[src/sv/sbi_pkg.sv]
// shared constants and types for the segment versus box test pipeline
// no dependencies
`default_nettype none

package sbi_pkg;

  // default coordinate width (two's complement, fraction bits do not matter)
  localparam int COORD_BITS_DEF = 40;

  // clock edges from an accepted item to its result strobe
  localparam int LATENCY = 5;

  localparam int NUM_AXES = 3;

  // ordered axis pairs (a, b) for the cross tests: entry of a before exit of b
  localparam int NUM_PAIRS = 6;
  localparam int PAIR_A [NUM_PAIRS] = '{0, 0, 1, 1, 2, 2};
  localparam int PAIR_B [NUM_PAIRS] = '{1, 2, 2, 0, 0, 1};

  // per-axis status handed from the front end to the test stages
  typedef struct packed {
    logic zero_d;   // start and end share this coordinate
    logic between;  // start lies strictly between the two box faces
  } axis_flags_t;

endpackage

`default_nettype wire

[src/sv/sbi_cross_mul.sv]
// two-stage signed by unsigned multiplier for the exact parameter compares
// split into four narrow partial products, summed in the second stage; uses sbi_pkg
`default_nettype none

module sbi_cross_mul #(
  parameter int COORD_BITS = sbi_pkg::COORD_BITS_DEF
) (
  input  wire                          clk,
  input  wire  signed [COORD_BITS:0]   num,
  input  wire         [COORD_BITS-1:0] den,
  output logic signed [2*COORD_BITS:0] prod
);

  localparam int NW    = COORD_BITS + 1;
  localparam int SPLIT = NW / 2;
  localparam int NHW   = NW - SPLIT;
  localparam int DHW   = COORD_BITS - SPLIT;
  localparam int PW    = 2 * COORD_BITS + 1;

  logic        [SPLIT-1:0] num_lo;
  logic signed [NHW-1:0]   num_hi;
  logic        [SPLIT-1:0] den_lo;
  logic        [DHW-1:0]   den_hi;

  logic        [2*SPLIT-1:0]   pp_ll_r;
  logic        [SPLIT+DHW-1:0] pp_lh_r;
  logic signed [NHW+SPLIT:0]   pp_hl_r;
  logic signed [NHW+DHW:0]     pp_hh_r;

  logic [PW-1:0] ll_x;
  logic [PW-1:0] lh_x;
  logic [PW-1:0] hl_x;
  logic [PW-1:0] hh_x;
  logic [PW-1:0] prod_nxt;
  logic [PW-1:0] prod_r;

  assign num_lo = num[SPLIT-1:0];
  assign num_hi = num[NW-1:SPLIT];
  assign den_lo = den[SPLIT-1:0];
  assign den_hi = den[COORD_BITS-1:SPLIT];

  // stage a: partial products, low halves unsigned, top half of num signed
  always_ff @(posedge clk) begin
    pp_ll_r <= num_lo * den_lo;
    pp_lh_r <= num_lo * den_hi;
    pp_hl_r <= num_hi * $signed({1'b0, den_lo});
    pp_hh_r <= num_hi * $signed({1'b0, den_hi});
  end

  // stage b: align and add; the true product fits in PW bits
  always_comb begin
    ll_x     = PW'(pp_ll_r);
    lh_x     = PW'(pp_lh_r);
    hl_x     = PW'(pp_hl_r);
    hh_x     = PW'(pp_hh_r);
    prod_nxt = (hh_x << (2 * SPLIT)) + ((hl_x + lh_x) << SPLIT) + ll_x;
  end

  always_ff @(posedge clk) begin
    prod_r <= prod_nxt;
  end

  assign prod = $signed(prod_r);

endmodule

`default_nettype wire

[config.mk]
export PLATFORM = sky130hd
export DESIGN_NAME = sbi_cross_mul
export DESIGN_NICKNAME = d
export VERILOG_FILES = /design/src/sv/sbi_pkg.sv /design/src/sv/sbi_cross_mul.sv
export SDC_FILE = /design/constraint.sdc
export NUM_CORES = 2
export LEC_CHECK = 0
export ABC_AREA = 1
export BUFFER_PORTS_ARGS = -buffer_cell sky130_fd_sc_hd__buf_2
export CAP_MARGIN = 40
export CORE_MARGIN = 2
export CORE_UTILIZATION = 35
export CTS_CLUSTER_SIZE = 16
export DETAILED_ROUTE_END_ITERATION = 16
export PLACE_DENSITY_LB_ADDON = 0.3
export SLEW_MARGIN = 20
export SYNTH_ARGS = -nofsm -noshare
export SYNTH_HDL_FRONTEND = slang
export SYNTH_SLANG_ARGS = --single-unit
[constraint.sdc]
create_clock -name clk -period 9.5 [get_ports clk]
set_input_delay 1.425 -clock clk [delete_from_list [all_inputs] [get_ports clk]]
set_output_delay 1.425 -clock clk [all_outputs]
set_load 0.05 [all_outputs]
==> impl_metrics.json <==
{
  "hold_depth": 0,
  "status": "complete, no violations",
  "cap_violations": 0,
  "ys_types": 46,
  "cp_slowest_stage_delay_ps": 560,
  "drt_pass1_iterations": 6,
  "numClockSinks": 244,
  "final-seq-area_um2": 4880,
  "grt_max_degree": 42,
  "cts_resized": 0,
  "synth_top_cell_by_area": "fa_1",
  "syn_nets": 12200,
  "crit_arrival_ps": 8070,
  "numCtsBuffers": 30,
  "yosys-mux-area-fraction_pct": 0,
  "final_layout_size_suffix_gt1_share_pct": 5.16,
  "hold_buffers": 0,
  "crit_slowest_cell": "buf_2",
  "yosys-top-cells-count": "inv_1, nand2_1, fa_1",
  "cts-root-buf": "clkbuf_16",
  "setup_tns_ps": 0,
  "synthArstFlopShare_pct": 0,
  "drc_errors": 0,
  "synth_top_family_by_area": "adder cells",
  "maxSlewViolCount": 0,
  "die_y_um": 465,
  "ys_seq_area_share_pct": 6.56,
  "port-buffer-count": 162,
  "path_max_fanout": 22,
  "fillerInstances": 22400,
  "cts_max_path_buffers": 3,
  "synth_edf_count": 0,
  "h-tree-depth": 1,
  "cp_top_family": "adder cells",
  "post_synth_instance_area_um2": 74400,
  "nNetsFinal": 12100,
  "rr_startpoint": "pp_hl_r[9]",
  "cts.clk_slew.worst_paths_ps": 60,
  "cp.required_ps": 9990,
  "routedWlPerCell_um": 19.3,
  "setup_viol": 0,
  "path_class": "input pin to register",
  "synth_xor_area_share_pct": 2.62,
  "postRouteWirelength_um": 246000,
  "ant_nets": 0,
  "synth-compound-area-share_pct": 4.95,
  "post-dp-hpwl_um": 209000,
  "row_count": 169,
  "grt_pass1_vias": 65600,
  "cpMostUsedCell": "inv_1",
  "grt_pass1_wl_um": 384000,
  "multi_input_area_um2": 57000,
  "finClkSkew_ps": 54.8,
  "overflow": 0,
  "synth_flop_cell": "dfxtp_1",
  "fin_crit_ps": 7590,
  "clk_latency_ps": 670,
  "cts_tree": "done",
  "vias_per_cell": 4.80,
  "postCtsSetupRepairBufs": 0,
  "syn_area_per_cell_um2": 7.48,
  "hold_viol": 0,
  "synthAdderAreaFrac_pct": 51.1,
  "fin_crit_sh_pct": 79.9,
  "synth_cells": 9946,
  "critPathLaunchType": "input pin",
  "ff2ff_setup_slack_ps": 4880,
  "core_area_um2": 212000,
  "yosysTopAreaCellShare_pct": 40.6,
  "area_growth_pct": 7.28,
  "die_x_um": 465,
  "synth_most_common_cell": "inv_1",
  "r2r_end": "prod[77]",
  "num_vias": 61300,
  "antenna_found_initial": 27,
  "initial_core_util_pct": 35.2,
  "worstSetupEndpointType": "register",
  "drt-initial-drc-count": 4478,
  "hold_class": "register to register",
  "tightest_slew_ps": 875,
  "ys_top_cells_by_area": "fa_1, inv_1, nand2_1",
  "ys_ff_latch": 244,
  "max_freq_mhz": 132,
  "io_pins": 163,
  "die_area_um2": 216000,
  "reg2reg_depth": 21,
  "crit_buf_inv": 11,
  "slew_headroom_pct": 41.7,
  "min_from": "pp_ll_r[0]",
  "synth-simple-area-share_pct": 18.0,
  "yosysWarnings": 0,
  "track_usage_pct": 22.9,
  "whs_endpoint": "prod[0]",
  "rsz0062_at_grt": "false",
  "place.gp.congestion": 0.961
}
cell families after synthesis:
family | after synthesis
AND/OR/NAND/NOR | 3372
buffers and inverters | 3328
adder cells (fa/ha/maj) | 2133
AO/OA/AOI/OAI | 646
flip-flops | 244
XOR/XNOR | 223
sequential cells by signal (all words and copies together), names as in the netlist:
| signal | count |
|---|---|
| prod | 81 |
| pp_hl_r | 42 |
| pp_ll_r | 40 |
| pp_lh_r | 40 |
| pp_hh_r | 41 |
placed cells by master (no fill, tap or decap), types with 54 or more instances in the layout:
master / netlist / routed
ha_1: 623 / 623
fa_1: 1510 / 1510
o21ai_0: 134 / 134
nor2_1: 490 / 490
nand3_1: 195 / 195
nand2_1: 2527 / 2527
o21ai_1: 54 / 54
buf_4: 0 / 117
inv_1: 2881 / 2881
inv_2: 79 / 79
a21oi_1: 289 / 289
xor2_1: 173 / 173
dfxtp_1: 244 / 244
buf_2: 1 / 162
layer usage:
layer / GRT usage [%] / wire length [µm]
met5: 0 / 215
met1: 32.1 / 111000
met3: 3.70 / 18400
met4: 4.96 / 5800
met2: 37.3 / 111000
layout make-up:
type                    instances  area share (%)
diodes                         14          0.0439
clock buffers                  37            1.04
clock inverters                19           0.386
inverters                    2962            13.9
multi-input cells            6374            71.4
flip-flops and latches        244            6.12
well taps                    2821            4.42
repair buffers                299            2.62
worst max-delay path by stage:
stage | from | to | slack [ps] | cells after the start
2_1_floorplan | den[5] | pp_hl_r[41] | 2130 | 25
3_3_place_gp | den[4] | pp_ll_r[21] | 1310 | 27
3_5_place_dp | den[26] | pp_hh_r[36] | 1270 | 18
4_1_cts | den[4] | pp_ll_r[21] | 2000 | 27
5_1_grt | den[4] | pp_ll_r[21] | 1730 | 27
6_report | den[4] | pp_ll_r[21] | 1910 | 27
stage by stage:
step                hold WS [ps]  instance area [µm²]  util, %  instances  setup WS, ps
detailed placement           313                78600     37.1      12700          1270
finish                       324                79800     37.7      12800          1910
global placement             311                78300     37.0      12700          1310
CTS                          325                79700     37.7      12800          2000
global route                 335                79800     37.7      12800          1730
floorplan                    310                74400        -       9946          2130
Power is left out: the tool's default activity adds up to more than one toggle a clock period on the data nets, which glitch-free logic cannot reach.
