<file path="src/sv/sbi_pkg.sv">
// shared constants and types for the segment versus box test pipeline
// no dependencies
`default_nettype none

package sbi_pkg;

  // default coordinate width (two's complement, fraction bits do not matter)
  localparam int COORD_BITS_DEF = 40;

  // clock edges from an accepted item to its result strobe
  localparam int LATENCY = 5;

  localparam int NUM_AXES = 3;

  // ordered axis pairs (a, b) for the cross tests: entry of a before exit of b
  localparam int NUM_PAIRS = 6;
  localparam int PAIR_A [NUM_PAIRS] = '{0, 0, 1, 1, 2, 2};
  localparam int PAIR_B [NUM_PAIRS] = '{1, 2, 2, 0, 0, 1};

  // per-axis status handed from the front end to the test stages
  typedef struct packed {
    logic zero_d;   // start and end share this coordinate
    logic between;  // start lies strictly between the two box faces
  } axis_flags_t;

endpackage

`default_nettype wire

</file>
<file path="src/sv/sbi_axis_prep.sv">
// front end for one axis: slab numerators and delta, sign-normalized and ordered
// depends on sbi_pkg
`default_nettype none

module sbi_axis_prep #(
  parameter int COORD_BITS = sbi_pkg::COORD_BITS_DEF
) (
  input  wire                         clk,
  input  wire  signed [COORD_BITS-1:0] start_pos,
  input  wire  signed [COORD_BITS-1:0] end_pos,
  input  wire  signed [COORD_BITS-1:0] box_lo,
  input  wire  signed [COORD_BITS-1:0] box_hi,
  output logic        [COORD_BITS-1:0] d_mag,
  output logic signed [COORD_BITS:0]   num_near,
  output logic signed [COORD_BITS:0]   num_far,
  output sbi_pkg::axis_flags_t         flags
);

  localparam int DW = COORD_BITS + 1;

  logic signed [DW-1:0] delta_r;
  logic signed [DW-1:0] n_lo_r;
  logic signed [DW-1:0] n_hi_r;

  logic signed [DW-1:0] delta_neg;
  logic signed [DW-1:0] m_lo;
  logic signed [DW-1:0] m_hi;
  logic                 flip;
  logic                 swap;

  logic        [COORD_BITS-1:0] d_mag_r, d_mag_nxt;
  logic signed [DW-1:0]         near_r, near_nxt;
  logic signed [DW-1:0]         far_r, far_nxt;
  sbi_pkg::axis_flags_t         flags_r, flags_nxt;

  // stage 1: delta and face offsets from the start point
  always_ff @(posedge clk) begin
    delta_r <= DW'(end_pos) - DW'(start_pos);
    n_lo_r  <= DW'(box_lo) - DW'(start_pos);
    n_hi_r  <= DW'(box_hi) - DW'(start_pos);
  end

  // stage 2: make the denominator positive, then order the two numerators
  always_comb begin
    flip      = delta_r[DW-1];
    delta_neg = -delta_r;
    m_lo      = flip ? -n_lo_r : n_lo_r;
    m_hi      = flip ? -n_hi_r : n_hi_r;
    swap      = m_lo > m_hi;
    d_mag_nxt = flip ? delta_neg[COORD_BITS-1:0] : delta_r[COORD_BITS-1:0];
    near_nxt  = swap ? m_hi : m_lo;
    far_nxt   = swap ? m_lo : m_hi;
    flags_nxt.zero_d = (delta_r == '0);
    // strictly inside: lower face below start, upper face above it
    flags_nxt.between = n_lo_r[DW-1] && !n_hi_r[DW-1] && (n_hi_r != '0);
  end

  always_ff @(posedge clk) begin
    d_mag_r <= d_mag_nxt;
    near_r  <= near_nxt;
    far_r   <= far_nxt;
    flags_r <= flags_nxt;
  end

  assign d_mag    = d_mag_r;
  assign num_near = near_r;
  assign num_far  = far_r;
  assign flags    = flags_r;

endmodule

`default_nettype wire

</file>
<file path="config.mk">
export PLATFORM = sky130hd
export DESIGN_NAME = sbi_axis_prep
export DESIGN_NICKNAME = d
export VERILOG_FILES = /design/src/sv/sbi_pkg.sv /design/src/sv/sbi_axis_prep.sv
export SDC_FILE = /design/constraint.sdc
export NUM_CORES = 1
export LEC_CHECK = 0
export ABC_AREA = 1
export BUFFER_PORTS_ARGS = -buffer_cell sky130_fd_sc_hd__buf_4
export CORE_UTILIZATION = 55
export CTS_CLUSTER_DIAMETER = 120
export DETAILED_ROUTE_END_ITERATION = 8
export GPL_ROUTABILITY_DRIVEN = 0
export PLACE_DENSITY = 0.81
export SLEW_MARGIN = 10
export SYNTH_ARGS = -nofsm -noshare
export SYNTH_HDL_FRONTEND = slang
export SYNTH_SLANG_ARGS = --single-unit
export TNS_END_PERCENT = 5
</file>
<file path="constraint.sdc">
create_clock -name clk -period 8.32 [get_ports clk]
set_input_delay 0.832 -clock clk [delete_from_list [all_inputs] [get_ports clk]]
set_output_delay 0.832 -clock clk [all_outputs]
set_load 0.05 [all_outputs]
</file>
==> flow_metrics.py, run 1 <==
metrics = {
    "outcome": {
        "status": "complete, no violations",
    },
    "global_routing": {
        "antenna_found_initial": 5,
        "grt_pass1_wl_mm": 99.8,
        "grt_max_degree": 90,
        "grt_pass1_vias": 19499,
        "grt.total_usage_pct": 35.3,
        "globalRouteOverflowTotal": 0,
    },
    "sta": {
        "finalHoldViolCount": 0,
        "timing.setup.tns_ns": 0,
        "rsz0062_at_grt": "no",
        "slew_headroom_pct": 42.7,
        "setup_viol": 0,
        "maxSlewViolCount": 0,
        "period_share_pct": 62.2,
        "max_freq_mhz": 193,
        "period_minus_slack_ns": 5.18,
        "clock-skew-final_ns": 0.0137,
        "worst_pin_slew_ns": 0.859,
    },
    "yosys": {
        "yosysMostFrequentCell": "nand2_1",
        "ys.flop_type": "dfxtp_1",
        "ys_seq_area_share_pct": 26.1,
        "synth_area_leaders": "dfxtp_1 26%, nand2_1 19%, ha_1 11%, nor2_1 7.7%, inv_1 7.0%",
        "ys_warn_count": 0,
        "synth_nets": 3351,
        "synth_edf_count": 0,
        "ys_top_cells_by_count": "956 x nand2_1, 387 x nor2_1, 355 x inv_1",
        "synth_top_cell_by_area": "dfxtp_1",
        "synth-seq-cells": 247,
        "synthArstFlopShare_pct": 0,
        "synth.distinct_cells": 39,
        "synth.avg_cell_area_um2": 6.27,
        "synth_cells": 3023,
        "netlist.area_leader.share_pct": 26.1,
        "syn_area_um2": 18900,
    },
    "critical_path": {
        "timing.rr.start": "delta_r[40]",
        "critPathKind": "reg2reg",
        "path_max_fanout": 83,
        "cp.arrival_ns": 5.60,
        "startpoint_type": "flop",
        "required_ns": 8.74,
        "critPathLaunch": "delta_r[40]",
        "end_kind": "flop",
    },
    "floorplanning": {
        "die_x_um": 188,
        "core_um2": 33700,
        "die_h_um": 188,
        "io_pins": 285,
        "die-area_um2": 35200,
        "num_rows": 67,
        "start_util_pct": 56.2,
    },
    "clocking": {
        "hold_buffers": 0,
        "htree_levels": 1,
        "cts_tree": "built",
        "cts_root_buffer": "clkbuf_16",
        "cts.repair.resized": 0,
        "clock_sinks": 247,
        "insertion_delay_ns": 0.53,
        "numCtsBuffers": 24,
        "postCtsSetupBuffers": 0,
        "cts.path.max_buffers": 3,
        "clk_pin_slew_worst_paths_ns": 0.07,
    },
    "min_path": {
        "hold_path_startpoint": "delta_r[0]",
        "hold_class": "reg2reg",
    },
    "finish": {
        "final_util_pct": 66.0,
        "layout.cells.non_filler": 3762,
        "multi_input_area_um2": 12300,
        "regArea_um2": 4950,
        "fillers": 3013,
        "syn_to_final_growth_pct": 17.4,
        "final_nets": 3623,
        "drive_gt1_share_pct": 10.4,
    },
    "place": {
        "placed_cells": 3717,
        "dp_hpwl_mm": 53.7,
        "io_buffers": 284,
    },
    "detailed_routing": {
        "drt-initial-drc-count": 2891,
        "ant_nets": 0,
        "num_vias": 21452,
        "wl_per_cell_um": 17.1,
        "finalWirelength_mm": 64.3,
        "drc": 0,
        "dr.pass1.iters": 9,
        "vias_per_cell": 5.70,
    },
    "power": {
        "powerDensity_nw_per_um2": 312,
        "vdd_drop_max_mv": 0.310,
        "leakage_uw": 0.0116,
        "design_power_total_uw": 6940,
    },
    "job": {
        "cap_violations": 0,
    },
}
## metal layers
layer / global-route usage, % / routed length, um / up-vias
met5: 0 / 9 / -
met4: 20.4 / 4210 / 2
met3: 5.52 / 7780 / 257
met2: 53.5 / 26500 / 1502
met1: 47.4 / 25900 / 9468
li1: - / - / 10223
## worst max-delay path, stage by stage, from the launching register on
cell and delay, ns:
dfxtp_4 0.55, clkinv_1 0.75, or2_2 0.59, xor2_1 0.36, inv_1 0.09, ha_1 0.30
nand2_1 0.06, nand2_1 0.04, nand2_1 0.05, nand2_1 0.04, nand2_1 0.05, nand3_1 0.16
nand2_1 0.17, nand3_1 0.11, nand2_2 0.07, buf_4 0.61, nand2_4 0.69, nand2_1 0.27
nand2_1 0.07
## cell type report
| cell class | instances | area share (%) |
|---|---|---|
| multi-input combinational | 2379 | 55.5 |
| sequential | 247 | 22.3 |
| timing repair buffer | 287 | 9.69 |
| inverter | 356 | 6.01 |
| clock buffer | 26 | 2.87 |
| tap | 448 | 2.52 |
| clock inverter | 18 | 1.13 |
| antenna | 1 | 0.0113 |
## registers in the layout, indices dropped and copies added (netlist names)
register / flops
n_hi_r: 41
d_mag: 40
delta_r: 41
num_near: 41
num_far: 41
flags: 2
n_lo_r: 41
## cell usage in the layout (no fill, tap or decap), types with 5 or more instances in the layout
cell type  instances
dfxtp_1          246
ha_1             164
nand2_1          956
nor3_1            36
nand3_1          249
and2_1             6
xor2_1           130
o21ai_0          131
nand4_1           32
o21a_1            10
o211ai_1           5
inv_1            355
a21oi_1          180
nor2_1           387
clkbuf_16         25
a21o_1            15
bufinv_16          5
xnor2_1           36
nor4_1             9
buf_4            287
## report_power, final
part	leakage (uW)	internal, uW	switching (uW)	total [uW]
Sequential	0.00208	1620	251	1870
Clock	0.000436	723	492	1220
Combinational	0.00908	1130	2720	3860
## stage by stage
stage	hold WS, ns	setup slack [ns]	instance area (um^2)
floorplan	0.351	5.30	18900
global route	0.397	2.74	22200
global placement	0.364	3.53	21300
CTS	0.369	3.26	22200
finish	0.370	3.14	22200
detailed placement	0.365	3.33	21300
## cells by family after synthesis
logic type,after synthesis,synth area share [%]
AOI/OAI and AO/OA,355,9.99
xor gates and xnor gates,166,7.68
adders and majority gates,167,11.2
buffers and inverters,397,8.77
DFF,247,26.1
and+or+nand+nor,1691,36.3
## path summary, 6_finish.rpt
| kind | end | slack [ns] | depth (start not counted) |
|---|---|---|---|
| worst max-delay path | num_near[16] | 3.14 | 18 |
| worst min-delay path | d_mag[0] | 0.37 | 0 |
| worst max register to register | num_near[16] | 3.14 | 18 |
| worst min register to register | d_mag[0] | 0.37 | 0 |
Note: power is estimated with default switching activity, not from simulation.
==> run 2, diff against run 1 <==
==> constraint.sdc (replaced) <==
create_clock -name clk -period 5.35 [get_ports clk]
set_input_delay 0.535 -clock clk [delete_from_list [all_inputs] [get_ports clk]]
set_output_delay 0.535 -clock clk [all_outputs]
set_load 0.05 [all_outputs]
==> run 2 against run 1 <==
  * Largest power group unchanged
  * Global-route usage about the same
  * Critical path type unchanged
  * Die area is the same
  * Register-to-register slack lost 2.3 ns
  * Power is 54% higher
  * Worst hold slack lost 0.028 ns
  * Final cell count about the same
  * Worst setup slack got worse by 2.3 ns
  * Clock power increased by 50%
  * Cell area barely moved
==> flow_metrics.py, run 2 (synthesis gave the netlist of run 1 again) <==
metrics = {
    "outcome": {
        "status": "complete, no violations",
    },
    "floorplanning": {
        "num_rows": 67,
        "io_pins": 285,
        "die_h_um": 188,
        "die-area_um2": 35200,
        "die_x_um": 188,
        "core_um2": 33700,
        "start_util_pct": 56.2,
    },
    "sta": {
        "maxSlewViolCount": 0,
        "slew_headroom_pct": 43.5,
        "clock-skew-final_ns": 0.0154,
        "hold-worst-slack_ns": 0.342,
        "setup_viol": 0,
        "period_minus_slack_ns": 4.46,
        "rsz0062_at_grt": "no",
        "worst_pin_slew_ns": 0.839,
        "period_share_pct": 83.4,
        "max_freq_mhz": 224,
        "timing.setup.tns_ns": 0,
        "finalHoldViolCount": 0,
    },
    "clocking": {
        "hold_buffers": 0,
        "htree_levels": 1,
        "cts_root_buffer": "clkbuf_16",
        "postCtsSetupBuffers": 0,
        "cts.path.max_buffers": 3,
        "clk_pin_slew_worst_paths_ns": 0.07,
        "insertion_delay_ns": 0.52,
        "cts.repair.resized": 0,
        "numCtsBuffers": 23,
        "cts_tree": "built",
        "clock_sinks": 247,
    },
    "finish": {
        "design_area_um2": 22200,
        "syn_to_final_growth_pct": 17.3,
        "final_cell_mix": "956 x nand2_1, 387 x nor2_1, 355 x inv_1",
        "final_common_cell": "nand2_1",
        "layout.cells.non_filler": 3761,
        "drive_gt1_share_pct": 10.4,
        "fillers": 3053,
        "final_nets": 3624,
    },
    "place": {
        "placed_cells": 3719,
        "io_buffers": 284,
        "placed_area_um2": 21400,
        "dp_hpwl_mm": 53.7,
    },
    "global_routing": {
        "antenna_found_initial": 2,
        "grt_pass1_vias": 19421,
        "grt.total_usage_pct": 35.3,
        "grt_max_degree": 83,
        "globalRouteOverflowTotal": 0,
        "grt_pass1_wl_mm": 100,
    },
    "critical_path": {
        "critPathKind": "reg2reg",
        "r2r_end": "num_far[17]",
        "r2r.worst_path.cells": 23,
        "path_common_cell": "nand2_1",
        "timing.rr.start": "n_hi_r[0]",
        "path_cells": "inv_1, ha_1, nand3_1, nor2_1, nand2_1, nor2_1, nand2_1, nand2_1, xnor2_1, inv_1, ha_1, nand2_1, nor2_1, inv_1, nor2_1, nand2_1, nor2_1, nand2_1, nand3_1, nand2_2, nand2_4, nand2_1, nand2_1",
        "cp.arrival_ns": 4.92,
        "critPathMaxStageDelay_ns": 0.73,
        "reg2reg_slack_ns": 0.89,
        "cp_slowest_cell": "nand2_4",
        "required_ns": 5.81,
        "end_kind": "flop",
        "path_max_fanout": 82,
        "startpoint_type": "flop",
    },
    "min_path": {
        "hold_class": "in2reg",
        "hold_path_startpoint": "start_pos[0]",
        "holdPathStages": 3,
        "holdPathEnd": "n_hi_r[0]",
    },
    "detailed_routing": {
        "ant_nets": 0,
        "finalWirelength_mm": 64.1,
        "num_vias": 21382,
        "drc": 0,
        "vias_per_cell": 5.69,
        "wl_per_cell_um": 17.0,
        "drt-initial-drc-count": 2756,
        "dr.pass1.iters": 8,
    },
    "power": {
        "design_power_total_uw": 10700,
        "vdd_drop_max_mv": 0.485,
        "powerDensity_nw_per_um2": 483,
        "leakage_uw": 0.0116,
    },
    "job": {
        "cap_violations": 0,
    },
}
==> run 2: changes by cell type in the layout (fill, tap and decap cells not counted), sizes merged <==
cell and delta:
clkbuf +2, inv +1, bufinv -1, buf +2, clkinvlp -2, clkinv -3
==> run 2: final cells by class <==
cell class / instances / area, um^2 / share of cell area, %
Timing Repair Buffer: 289 / 2170 / 9.77
Multi-Input combinational cell: 2379 / 12300 / 55.6
Sequential cell: 247 / 4950 / 22.3
Clock buffer: 28 / 656 / 2.95
Inverter: 356 / 1340 / 6.01
Antenna cell: 1 / 2.50 / 0.0113
Tap cell: 448 / 561 / 2.52
Clock inverter: 13 / 199 / 0.895
==> run 2: critical path: cells and delay by family (launching register included) <==
family / cells / cell delay, ns
and+or+nand+nor: 17 / 3.10
adders and majority gates: 2 / 0.49
xor gates and xnor gates: 1 / 0.18
buffers and inverters: 3 / 0.23
DFF: 1 / 0.34
==> run 2: worst max-delay path by stage <==
stage / to / startpoint / slack, ns
4_1_cts: num_far[17] / n_hi_r[0] / 0.98
3_3_place_gp: num_far[0] / n_hi_r[0] / 1.25
2_1_floorplan: num_far[34] / n_hi_r[0] / 2.33
6_report: num_far[17] / n_hi_r[0] / 0.89
5_1_grt: num_far[17] / n_hi_r[0] / 0.42
3_5_place_dp: num_near[13] / n_hi_r[0] / 1.08
==> run 2: power breakdown <==
| part | switching (uW) | internal [uW] |
|---|---|---|
| logic | 4210 | 1760 |
| clock network | 741 | 1090 |
| registers | 410 | 2520 |
==> run 2: stage by stage <==
stage                     worst slack, ns  utilization [%]
after floorplan                      2.33                -
after global placement               1.25             63.4
after detailed placement             1.08             63.4
after CTS                           0.979             65.9
after global routing                0.424             65.9
final                               0.890             65.9
==> run 2: routing by layer <==
| layer | part of all wire (%) | up-vias | GRT usage, % |
|---|---|---|---|
| met5 | 0.059 | - | 0.824 |
| met4 | 5.9 | 2 | 18.9 |
| met3 | 12 | 223 | 5.20 |
| met2 | 41 | 1491 | 54.2 |
| met1 | 41 | 9444 | 47.5 |
| li1 | - | 10222 | - |
